===== src/hw/rtl/swcd_pkg.sv =====
// Shared types, codes and constants for the stopwatch / countdown timer menu core.
// No dependencies; imported by every module of the block.
`timescale 1ns / 1ps
`default_nettype none

package swcd_pkg;

  // Stream and register port widths
  localparam int IN_TDATA_W  = 24;
  localparam int OUT_TDATA_W = 32;
  localparam int PADDR_W     = 4;
  localparam int PDATA_W     = 32;

  // Item kinds (tuser)
  localparam logic CMD_TICK = 1'b0;
  localparam logic CMD_SCAN = 1'b1;

  // Pages
  localparam logic [1:0] PAGE_MENU      = 2'd0;
  localparam logic [1:0] PAGE_STOPWATCH = 2'd1;
  localparam logic [1:0] PAGE_COUNTDOWN = 2'd2;

  // Run modes
  localparam logic [1:0] MODE_STOP = 2'd0;
  localparam logic [1:0] MODE_UP   = 2'd1;
  localparam logic [1:0] MODE_DOWN = 2'd2;

  // Adjustable fields
  localparam logic [1:0] FIELD_SEC  = 2'd0;
  localparam logic [1:0] FIELD_MIN  = 2'd1;
  localparam logic [1:0] FIELD_HOUR = 2'd2;

  // Register indexes
  localparam logic [1:0] REG_TPS    = 2'd0;
  localparam logic [1:0] REG_TPA    = 2'd1;
  localparam logic [1:0] REG_JOY_LO = 2'd2;
  localparam logic [1:0] REG_JOY_HI = 2'd3;

  // Register reset values
  localparam logic [7:0] TPS_RESET    = 8'd30;
  localparam logic [7:0] TPA_RESET    = 8'd6;
  localparam logic [9:0] JOY_LO_RESET = 10'd200;
  localparam logic [9:0] JOY_HI_RESET = 10'd900;

  // Time limits
  localparam logic [5:0] MS_MAX   = 6'd59;
  localparam logic [6:0] MS_WRAP  = 7'd60;
  localparam logic [6:0] HOUR_MAX = 7'd99;

  typedef struct packed {
    logic [7:0] tps;
    logic [7:0] tpa;
    logic [9:0] joy_lo;
    logic [9:0] joy_hi;
  } cfg_t;

  typedef struct packed {
    logic       command;
    logic       encoder_level;
    logic       enter_press;
    logic       start_press;
    logic [9:0] joy_x;
    logic [9:0] joy_y;
  } item_t;

  typedef struct packed {
    logic [1:0] page;
    logic       cursor;
    logic       last_encoder;
    logic [1:0] mode;
    logic [6:0] hours;
    logic [5:0] minutes;
    logic [5:0] seconds;
    logic [1:0] field;
    logic       alarm;
    logic [7:0] sec_pre;
    logic [7:0] adj_pre;
  } state_t;

endpackage

`default_nettype wire


===== src/hw/rtl/stopwatch_countdown_timer_menu_core.sv =====
// Stopwatch / countdown timer menu core: one result word per input word.
// The word passes through the input register, then the result register, before m_tvalid
// rises; the result register holds the word while m_tready is low.
// Throughput: one word per cycle while m_tready drains the result; the state update loop sets it.
// Reset (rst, synchronous): registers to defaults, time/menu state cleared, pipe empty.
// Depends on swcd_pkg, swcd_cfg, swcd_update.
`timescale 1ns / 1ps
`default_nettype none

module stopwatch_countdown_timer_menu_core
  import swcd_pkg::*;
(
  input  wire logic                   clk,
  input  wire logic                   rst,
  // input stream
  input  wire logic                   s_tvalid,
  output logic                        s_tready,
  // [0] encoder_level, [1] enter_press, [2] start_press,
  // [12:3] joy_x, [22:13] joy_y, [23] zero
  input  wire logic [IN_TDATA_W-1:0]  s_tdata,
  // [0] command: 0 tick, 1 button scan
  input  wire logic                   s_tuser,
  // result stream
  output logic                        m_tvalid,
  input  wire logic                   m_tready,
  // [1:0] page, [2] cursor_row, [4:3] run_mode, [11:5] hours,
  // [17:12] minutes, [23:18] seconds, [25:24] field_select, [26] alarm, [31:27] zero
  output logic [OUT_TDATA_W-1:0]      m_tdata,
  // configuration
  input  wire logic                   psel,
  input  wire logic                   penable,
  input  wire logic                   pwrite,
  input  wire logic [PADDR_W-1:0]     paddr,
  input  wire logic [PDATA_W-1:0]     pwdata,
  output logic      [PDATA_W-1:0]     prdata,
  output logic                        pready
);

  cfg_t   cfg;
  item_t  in_item;
  logic   in_valid;
  state_t state;
  state_t state_next;
  logic   out_valid;
  logic   fire;

  swcd_cfg u_cfg (
    .clk     (clk),
    .rst     (rst),
    .psel    (psel),
    .penable (penable),
    .pwrite  (pwrite),
    .paddr   (paddr),
    .pwdata  (pwdata),
    .prdata  (prdata),
    .pready  (pready),
    .cfg     (cfg)
  );

  swcd_update u_update (
    .cfg  (cfg),
    .item (in_item),
    .cur  (state),
    .nxt  (state_next)
  );

  // Update fires when the input register holds a word and the result
  // register is empty or being drained this cycle.
  assign fire     = in_valid && (!out_valid || m_tready);
  assign s_tready = !in_valid || fire;
  assign m_tvalid = out_valid;

  // input register: control
  always_ff @(posedge clk) begin
    if (rst) begin
      in_valid <= 1'b0;
    end else if (s_tready) begin
      in_valid <= s_tvalid;
    end
  end

  // input register: payload
  always_ff @(posedge clk) begin
    if (s_tvalid && s_tready) begin
      in_item.command       <= s_tuser;
      in_item.encoder_level <= s_tdata[0];
      in_item.enter_press   <= s_tdata[1];
      in_item.start_press   <= s_tdata[2];
      in_item.joy_x         <= s_tdata[12:3];
      in_item.joy_y         <= s_tdata[22:13];
    end
  end

  // timer/menu state
  always_ff @(posedge clk) begin
    if (rst) begin
      state.page         <= PAGE_MENU;
      state.cursor       <= 1'b0;
      state.last_encoder <= 1'b1;
      state.mode         <= MODE_STOP;
      state.hours        <= 7'd0;
      state.minutes      <= 6'd0;
      state.seconds      <= 6'd0;
      state.field        <= FIELD_SEC;
      state.alarm        <= 1'b0;
      state.sec_pre      <= 8'd0;
      state.adj_pre      <= 8'd0;
    end else if (fire) begin
      state <= state_next;
    end
  end

  // result register: shows the state after the word
  always_ff @(posedge clk) begin
    if (rst) begin
      out_valid <= 1'b0;
    end else if (fire) begin
      out_valid <= 1'b1;
    end else if (m_tready) begin
      out_valid <= 1'b0;
    end
  end

  always_ff @(posedge clk) begin
    if (fire) begin
      m_tdata <= {5'd0, state_next.alarm, state_next.field, state_next.seconds,
                  state_next.minutes, state_next.hours, state_next.mode,
                  state_next.cursor, state_next.page};
    end
  end

  // Counting modes belong to their own page.
  a_mode_page: assert property (@(posedge clk) disable iff (rst)
    (state.mode == MODE_UP) |-> (state.page == PAGE_STOPWATCH))
    else $error("stopwatch running off its page");

  a_mode_down_page: assert property (@(posedge clk) disable iff (rst)
    (state.mode == MODE_DOWN) |-> (state.page == PAGE_COUNTDOWN))
    else $error("countdown running off its page");

  // Alarm only while the countdown is stopped.
  a_alarm_stopped: assert property (@(posedge clk) disable iff (rst)
    state.alarm |-> (state.mode == MODE_STOP))
    else $error("alarm raised while counting");

  // A field other than seconds can only be picked on the countdown page.
  a_field_page: assert property (@(posedge clk) disable iff (rst)
    (state.field != FIELD_SEC) |-> (state.page == PAGE_COUNTDOWN))
    else $error("field selected off the countdown page");

  // Minutes and seconds stay in range.
  a_ms_range: assert property (@(posedge clk) disable iff (rst)
    (state.seconds <= MS_MAX) && (state.minutes <= MS_MAX))
    else $error("minutes or seconds out of range");

endmodule

`default_nettype wire


===== src/hw/rtl/swcd_cfg.sv =====
// APB register file: tick periods and joystick thresholds.
// Depends on swcd_pkg.
`timescale 1ns / 1ps
`default_nettype none

module swcd_cfg
  import swcd_pkg::*;
(
  input  wire logic               clk,
  input  wire logic               rst,
  input  wire logic               psel,
  input  wire logic               penable,
  input  wire logic               pwrite,
  input  wire logic [PADDR_W-1:0] paddr,
  input  wire logic [PDATA_W-1:0] pwdata,
  output logic      [PDATA_W-1:0] prdata,
  output logic                    pready,
  output cfg_t                    cfg
);

  cfg_t        regs;
  logic        wr_en;
  logic [1:0]  idx;

  assign pready = 1'b1;
  assign wr_en  = psel && penable && pwrite;
  assign idx    = paddr[3:2];
  assign cfg    = regs;

  always_ff @(posedge clk) begin
    if (rst) begin
      regs.tps    <= TPS_RESET;
      regs.tpa    <= TPA_RESET;
      regs.joy_lo <= JOY_LO_RESET;
      regs.joy_hi <= JOY_HI_RESET;
    end else if (wr_en) begin
      case (idx)
        REG_TPS:    regs.tps    <= pwdata[7:0];
        REG_TPA:    regs.tpa    <= pwdata[7:0];
        REG_JOY_LO: regs.joy_lo <= pwdata[9:0];
        REG_JOY_HI: regs.joy_hi <= pwdata[9:0];
        default: ;
      endcase
    end
  end

  always_comb begin
    case (idx)
      REG_TPS:    prdata = {24'd0, regs.tps};
      REG_TPA:    prdata = {24'd0, regs.tpa};
      REG_JOY_LO: prdata = {22'd0, regs.joy_lo};
      REG_JOY_HI: prdata = {22'd0, regs.joy_hi};
      default:    prdata = '0;
    endcase
  end

endmodule

`default_nettype wire


===== src/hw/rtl/swcd_update.sv =====
// Next-state logic for one tick or button scan of the timer menu.
// Depends on swcd_pkg. Purely combinational.
`timescale 1ns / 1ps
`default_nettype none

module swcd_update
  import swcd_pkg::*;
(
  input  cfg_t   cfg,
  input  item_t  item,
  input  state_t cur,
  output state_t nxt
);

  logic [7:0] sec_pre_inc;
  logic [7:0] adj_pre_inc;
  logic [6:0] sec_inc;
  logic [6:0] min_inc;
  logic       at_limit;
  logic       time_nz;

  assign sec_pre_inc = cur.sec_pre + 8'd1;
  assign adj_pre_inc = cur.adj_pre + 8'd1;
  assign sec_inc     = {1'b0, cur.seconds} + 7'd1;
  assign min_inc     = {1'b0, cur.minutes} + 7'd1;
  assign at_limit    = (cur.hours >= HOUR_MAX) && (cur.minutes >= MS_MAX) &&
                       (cur.seconds >= MS_MAX);
  assign time_nz     = (cur.seconds != 6'd0) || (cur.minutes != 6'd0) ||
                       (cur.hours != 7'd0);

  always_comb begin
    nxt = cur;
    if (item.command == CMD_SCAN) begin
      // encoder edge moves the cursor only on the menu
      if ((item.encoder_level != cur.last_encoder) && (cur.page == PAGE_MENU))
        nxt.cursor = ~cur.cursor;
      nxt.last_encoder = item.encoder_level;

      if (item.enter_press && (cur.page == PAGE_MENU)) begin
        nxt.page = nxt.cursor ? PAGE_COUNTDOWN : PAGE_STOPWATCH;
      end else if (item.enter_press) begin
        nxt.page    = PAGE_MENU;
        nxt.mode    = MODE_STOP;
        nxt.cursor  = 1'b0;
        nxt.field   = FIELD_SEC;
        nxt.alarm   = 1'b0;
        nxt.hours   = 7'd0;
        nxt.minutes = 6'd0;
        nxt.seconds = 6'd0;
      end else if (item.start_press && (cur.page == PAGE_STOPWATCH)) begin
        nxt.mode = (cur.mode == MODE_STOP) ? MODE_UP : MODE_STOP;
      end else if (item.start_press && (cur.page == PAGE_COUNTDOWN)) begin
        if (cur.mode == MODE_STOP) begin
          nxt.mode  = MODE_DOWN;
          nxt.alarm = 1'b0;
        end else begin
          nxt.mode = MODE_STOP;
        end
      end
    end else begin
      // one-second prescaler
      if (sec_pre_inc >= cfg.tps) begin
        nxt.sec_pre = 8'd0;
        if (cur.mode == MODE_UP) begin
          if (!at_limit) begin
            if (sec_inc >= MS_WRAP) begin
              nxt.seconds = 6'd0;
              if (min_inc >= MS_WRAP) begin
                nxt.minutes = 6'd0;
                if (cur.hours < HOUR_MAX)
                  nxt.hours = cur.hours + 7'd1;
              end else begin
                nxt.minutes = min_inc[5:0];
              end
            end else begin
              nxt.seconds = sec_inc[5:0];
            end
          end
        end else if (cur.mode == MODE_DOWN) begin
          if (time_nz) begin
            if (cur.seconds != 6'd0) begin
              nxt.seconds = cur.seconds - 6'd1;
            end else begin
              nxt.seconds = MS_MAX;
              if (cur.minutes != 6'd0) begin
                nxt.minutes = cur.minutes - 6'd1;
              end else begin
                nxt.minutes = MS_MAX;
                nxt.hours   = cur.hours - 7'd1;
              end
            end
          end else begin
            nxt.mode  = MODE_STOP;
            nxt.alarm = 1'b1;
          end
        end
      end else begin
        nxt.sec_pre = sec_pre_inc;
      end

      // joystick adjust prescaler; sees the mode after second counting
      if (adj_pre_inc >= cfg.tpa) begin
        nxt.adj_pre = 8'd0;
        if ((cur.page == PAGE_COUNTDOWN) && (nxt.mode == MODE_STOP)) begin
          if (item.joy_y < cfg.joy_lo) begin
            case (cur.field)
              FIELD_SEC:  nxt.field = FIELD_MIN;
              FIELD_MIN:  nxt.field = FIELD_HOUR;
              FIELD_HOUR: nxt.field = FIELD_SEC;
              default: ;
            endcase
          end else if (item.joy_y > cfg.joy_hi) begin
            case (cur.field)
              FIELD_SEC:  nxt.field = FIELD_HOUR;
              FIELD_MIN:  nxt.field = FIELD_SEC;
              FIELD_HOUR: nxt.field = FIELD_MIN;
              default: ;
            endcase
          end else if (item.joy_x > cfg.joy_hi) begin
            case (cur.field)
              FIELD_SEC:  if (cur.seconds < MS_MAX) nxt.seconds = cur.seconds + 6'd1;
              FIELD_MIN:  if (cur.minutes < MS_MAX) nxt.minutes = cur.minutes + 6'd1;
              FIELD_HOUR: if (cur.hours < {1'b0, MS_MAX}) nxt.hours = cur.hours + 7'd1;
              default: ;
            endcase
          end else if (item.joy_x < cfg.joy_lo) begin
            case (cur.field)
              FIELD_SEC:  if (cur.seconds != 6'd0) nxt.seconds = cur.seconds - 6'd1;
              FIELD_MIN:  if (cur.minutes != 6'd0) nxt.minutes = cur.minutes - 6'd1;
              FIELD_HOUR: if (cur.hours != 7'd0) nxt.hours = cur.hours - 7'd1;
              default: ;
            endcase
          end
        end
      end else begin
        nxt.adj_pre = adj_pre_inc;
      end
    end
  end

endmodule

`default_nettype wire

===== config.mk =====
export PLATFORM = sky130hd
export DESIGN_NAME = stopwatch_countdown_timer_menu_core
export DESIGN_NICKNAME = d
export VERILOG_FILES = /design/src/hw/rtl/swcd_pkg.sv /design/src/hw/rtl/stopwatch_countdown_timer_menu_core.sv /design/src/hw/rtl/swcd_cfg.sv /design/src/hw/rtl/swcd_update.sv
export SDC_FILE = /design/constraint.sdc
export NUM_CORES = 1
export LEC_CHECK = 0
export BUFFER_PORTS_ARGS = -buffer_cell sky130_fd_sc_hd__buf_2
export CORE_ASPECT_RATIO = 0.8
export CORE_MARGIN = 2
export CORE_UTILIZATION = 46
export CTS_CLUSTER_SIZE = 24
export DETAILED_ROUTE_END_ITERATION = 16
export MAX_ROUTING_LAYER = met4
export PLACE_DENSITY_LB_ADDON = 0.12
export SLEW_MARGIN = 10
export SYNTH_ARGS = -nofsm -noshare
export SYNTH_HDL_FRONTEND = slang
export SYNTH_SLANG_ARGS = --single-unit

===== constraint.sdc =====
create_clock -name clk -period 5.95 [get_ports clk]
set_input_delay 0 -clock clk [delete_from_list [all_inputs] [get_ports clk]]
set_output_delay 0 -clock clk [all_outputs]
set_load 0.02 [all_outputs]

==> impl_metrics.csv <==
group,metric,value,unit
outcome,outcome,"complete, no violations",
setup_path,worst-setup-path-type,"reg -> reg",
timing,setup_viol,0,
global_route,grt_overflow_total,0,
detailed_routing,wl,29.0,mm
placed_design,gp_congestion,1.00,
finish,drive_gt1_share,12.8,%
setup_path,max_stage_delay,0.53,ns
global_route,grt_max_degree,53,
synthesis,ys_top_cells_by_area,"dfxtp_1, edfxtp_1, ha_1",
synthesis,synthCells,1129,
setup_path,cp_common_cell,"and3_1",
floorplan,die_w,165,um
global_route,grt_pass1_wl,45.7,mm
cts,post_cts_resized,0,
hold_path,hp-class,"in -> reg",
cts,clock-root-buffer,"clkbuf_16",
placed_design,hpwl,20.5,mm
detailed_routing,drtIter0Drc,842,
detailed_routing,drc,0,
detailed_routing,drtAntennaViolNets,0,
timing,fin_skew,0.0155,ns
global_route,grt_usage,27.7,%
detailed_routing,viasPerCell,6.01,
cts,htree_levels,4,
setup_path,critPathSlowestCell,"nor2_1",
finish,multi_input_area,5740,um2
floorplan,rows,47,
detailed_routing,firstDrtPassIters,5,
finish,fin_util,53.2,%
synthesis,yosysSeqAreaShare,33.4,%
floorplan,coreArea,20500,um2
global_route,first_global_vias,8098,
cts,post_cts_buffers,0,
timing,post-route-period-util,69.3,%
synthesis,synth_edf_count,51,
finish,seqCellArea,3170,um2
synthesis,synth_top_area_share,17.3,%
synthesis,yosysTopAreaCell,"dfxtp_1",
setup_path,worst_setup_path_start_kind,"flop",
finish,fillers,1898,
synthesis,synth_cell_types,84,
timing,tightest_slew,1.05,ns
timing,rsz0062_at_grt,"false",
finish,fin_nets,1346,
setup_path,cp_data_required_time,6.13,ns
timing,finalMaxSlewViolations,0,
global_route,antenna_found_initial,0,
cts,cts_buffers,17,
synthesis,syn_avg_cell_area,8.42,um2
timing,fmax,0.243,GHz
timing,slew-limit-headroom,30.2,%
synthesis,synth_seq_cells,133,
power,p_per_area,206,nW/um2
timing,tns,0,ns
timing,whs,0.219,ns
setup_path,crit_path_cell_trace,"and3_1, and3_1, nand3_1, xnor2_1, ha_1, nand2_1, o41a_1, buf_4, o21ai_4, nand4_4, nor2_1, o2bb2ai_1, o21ai_0",
power,p_leak,4.32,nW
floorplan,ioPinCount,135,
run,maxCapViolCount,0,
cts,cts_tree,"yes",
finish,area_growth,14.5,%
setup_path,cp_max_fo,18,
power,irDropWorstVdd,0.150,mV
synthesis,async_flop_share,0,%
floorplan,start_util,46.4,%
timing,final_hold_viol_count,0,
finish,final_common_cell,"nand2_1",
floorplan,die_area,21800,um2
synthesis,synth_ff_type,"dfxtp_1",
synthesis,netlist_area,9500,um2
setup_path,worstSetupEndpointType,"flop",
timing,period_needed,4.12,ns
synthesis,yosysWarnings,0,
cts,clockBufferDepth,2,
finish,layout_common_cells,"nand2_1, a21oi_1, dfxtp_1",
finish,diodes,0,
cts,clk_pin_slew,0.06,ns
cts,insertion_delay,0.43,ns
floorplan,dieHeight,133,um
detailed_routing,num_vias,8972,
placed_design,port_buffers,81,
cts,clock-sinks,133,
setup_path,arrival,4.30,ns
detailed_routing,routedWlPerCell,19.4,um
critical path: cells and delay by family, from the launching register on:
family,cells,cell delay (ns)
XOR/XNOR,1,0.17
flip-flops,1,0.42
AO/OA/AOI/OAI,4,1.11
adder cells (fa/ha/maj),1,0.30
AND/OR/NAND/NOR,6,1.62
buffers and inverters,1,0.23
layout make-up:
class	count	area share [%]
Clock buffer	18	3.95
Clock inverter	14	1.05
Inverter	56	1.93
Multi-Input combinational cell	872	52.8
Sequential cell	133	29.2
Tap cell	269	3.09
Timing Repair Buffer	131	8.05
power by group:
group          total (mW)  internal, mW  switching, mW  leakage (nW)
clock network       0.996         0.569          0.427         0.257
registers           0.986         0.971         0.0155          1.16
logic               0.255        0.0871          0.168          2.90
state kept, by name, summed over array words and instances, names as in the netlist:
register   flops
in_item       24
in_valid       1
state         44
u_cfg.cfg     36
m_tvalid       1
m_tdata       27
synthesized netlist by cell type (6+ instances only):
cell type and count:
mux4_2 8, buf_4 29, a211oi_1 12, o2111ai_1 8
and2_1 9, nor3_1 31, a21o_1 12, nand3_1 39
xor2_1 14, nand2b_1 10, nor2b_1 9, edfxtp_1 51
o21a_1 9, xnor2_1 14, a211o_1 7, and3_1 22
dfxtp_1 82, o31ai_1 10, a31oi_1 16, inv_1 56
ha_1 67, buf_2 10, nor2_1 81, mux2i_1 19
a21oi_1 84, o211ai_1 18, o22ai_1 11, nand4_1 7
nand2_1 145, clkbuf_1 48, a22o_1 6, a221oi_1 9
o21ai_0 53, a22oi_1 10
metal layers:
| layer | global-route usage, % | up-vias | share of wire, % |
|---|---|---|---|
| li1 | - | 4291 | - |
| met1 | 42.0 | 4213 | 48 |
| met4 | 6.76 | 0 | 1.6 |
| met3 | 5.49 | 42 | 9.1 |
| met5 | - | - | 0 |
| met2 | 37.4 | 426 | 41 |
path summary, 6_finish.rpt:
check / startpoint / endpoint / slack [ns] / cells after the start
setup / recovery: state[10]$_SDFFE_PP0P_ / m_tdata[9]$_DFFE_PP_ / 1.83 / 13
hold / removal: penable / u_cfg.cfg[30]$_SDFFE_PP1P_ / 0.22 / 5
setup reg to reg: state[10]$_SDFFE_PP0P_ / m_tdata[9]$_DFFE_PP_ / 1.83 / 13
hold reg to reg: state[9]$_SDFFE_PP0P_ / state[9]$_SDFFE_PP0P_ / 0.47 / 2
stage by stage:
stage	cells	worst slack (ns)	power, mW	cell area, um2
floorplan	1155	2.41	1.17	9600
global placement	1423	2.01	1.23	9950
CTS	1493	1.98	2.25	10900
finish	1493	1.83	2.24	10900
detailed placement	1423	1.99	1.24	9950
global route	1493	1.65	2.31	10900
cells by family (layout without fill, tap and decap cells):
kind of cell | Yosys count | after routing | synth area share [%]
XOR/XNOR | 28 | 28 | 2.58
other | 2 | 28 | 0.0790
adder cells (fa/ha/maj) | 67 | 67 | 8.82
AO/OA/AOI/OAI | 329 | 329 | 23.9
flip-flops | 133 | 133 | 33.4
buffers and inverters | 150 | 219 | 7.36
AND/OR/NAND/NOR | 393 | 393 | 20.0
multiplexers | 27 | 27 | 3.90
repair_timing:
| action | in CTS | in global routing |
|---|---|---|
| setup endpoints to repair | 0 | 0 |
| hold buffers | 38 | 0 |
| hold endpoints to repair | 66 | 0 |
No activity file was read; power rests on OpenSTA's default activity.
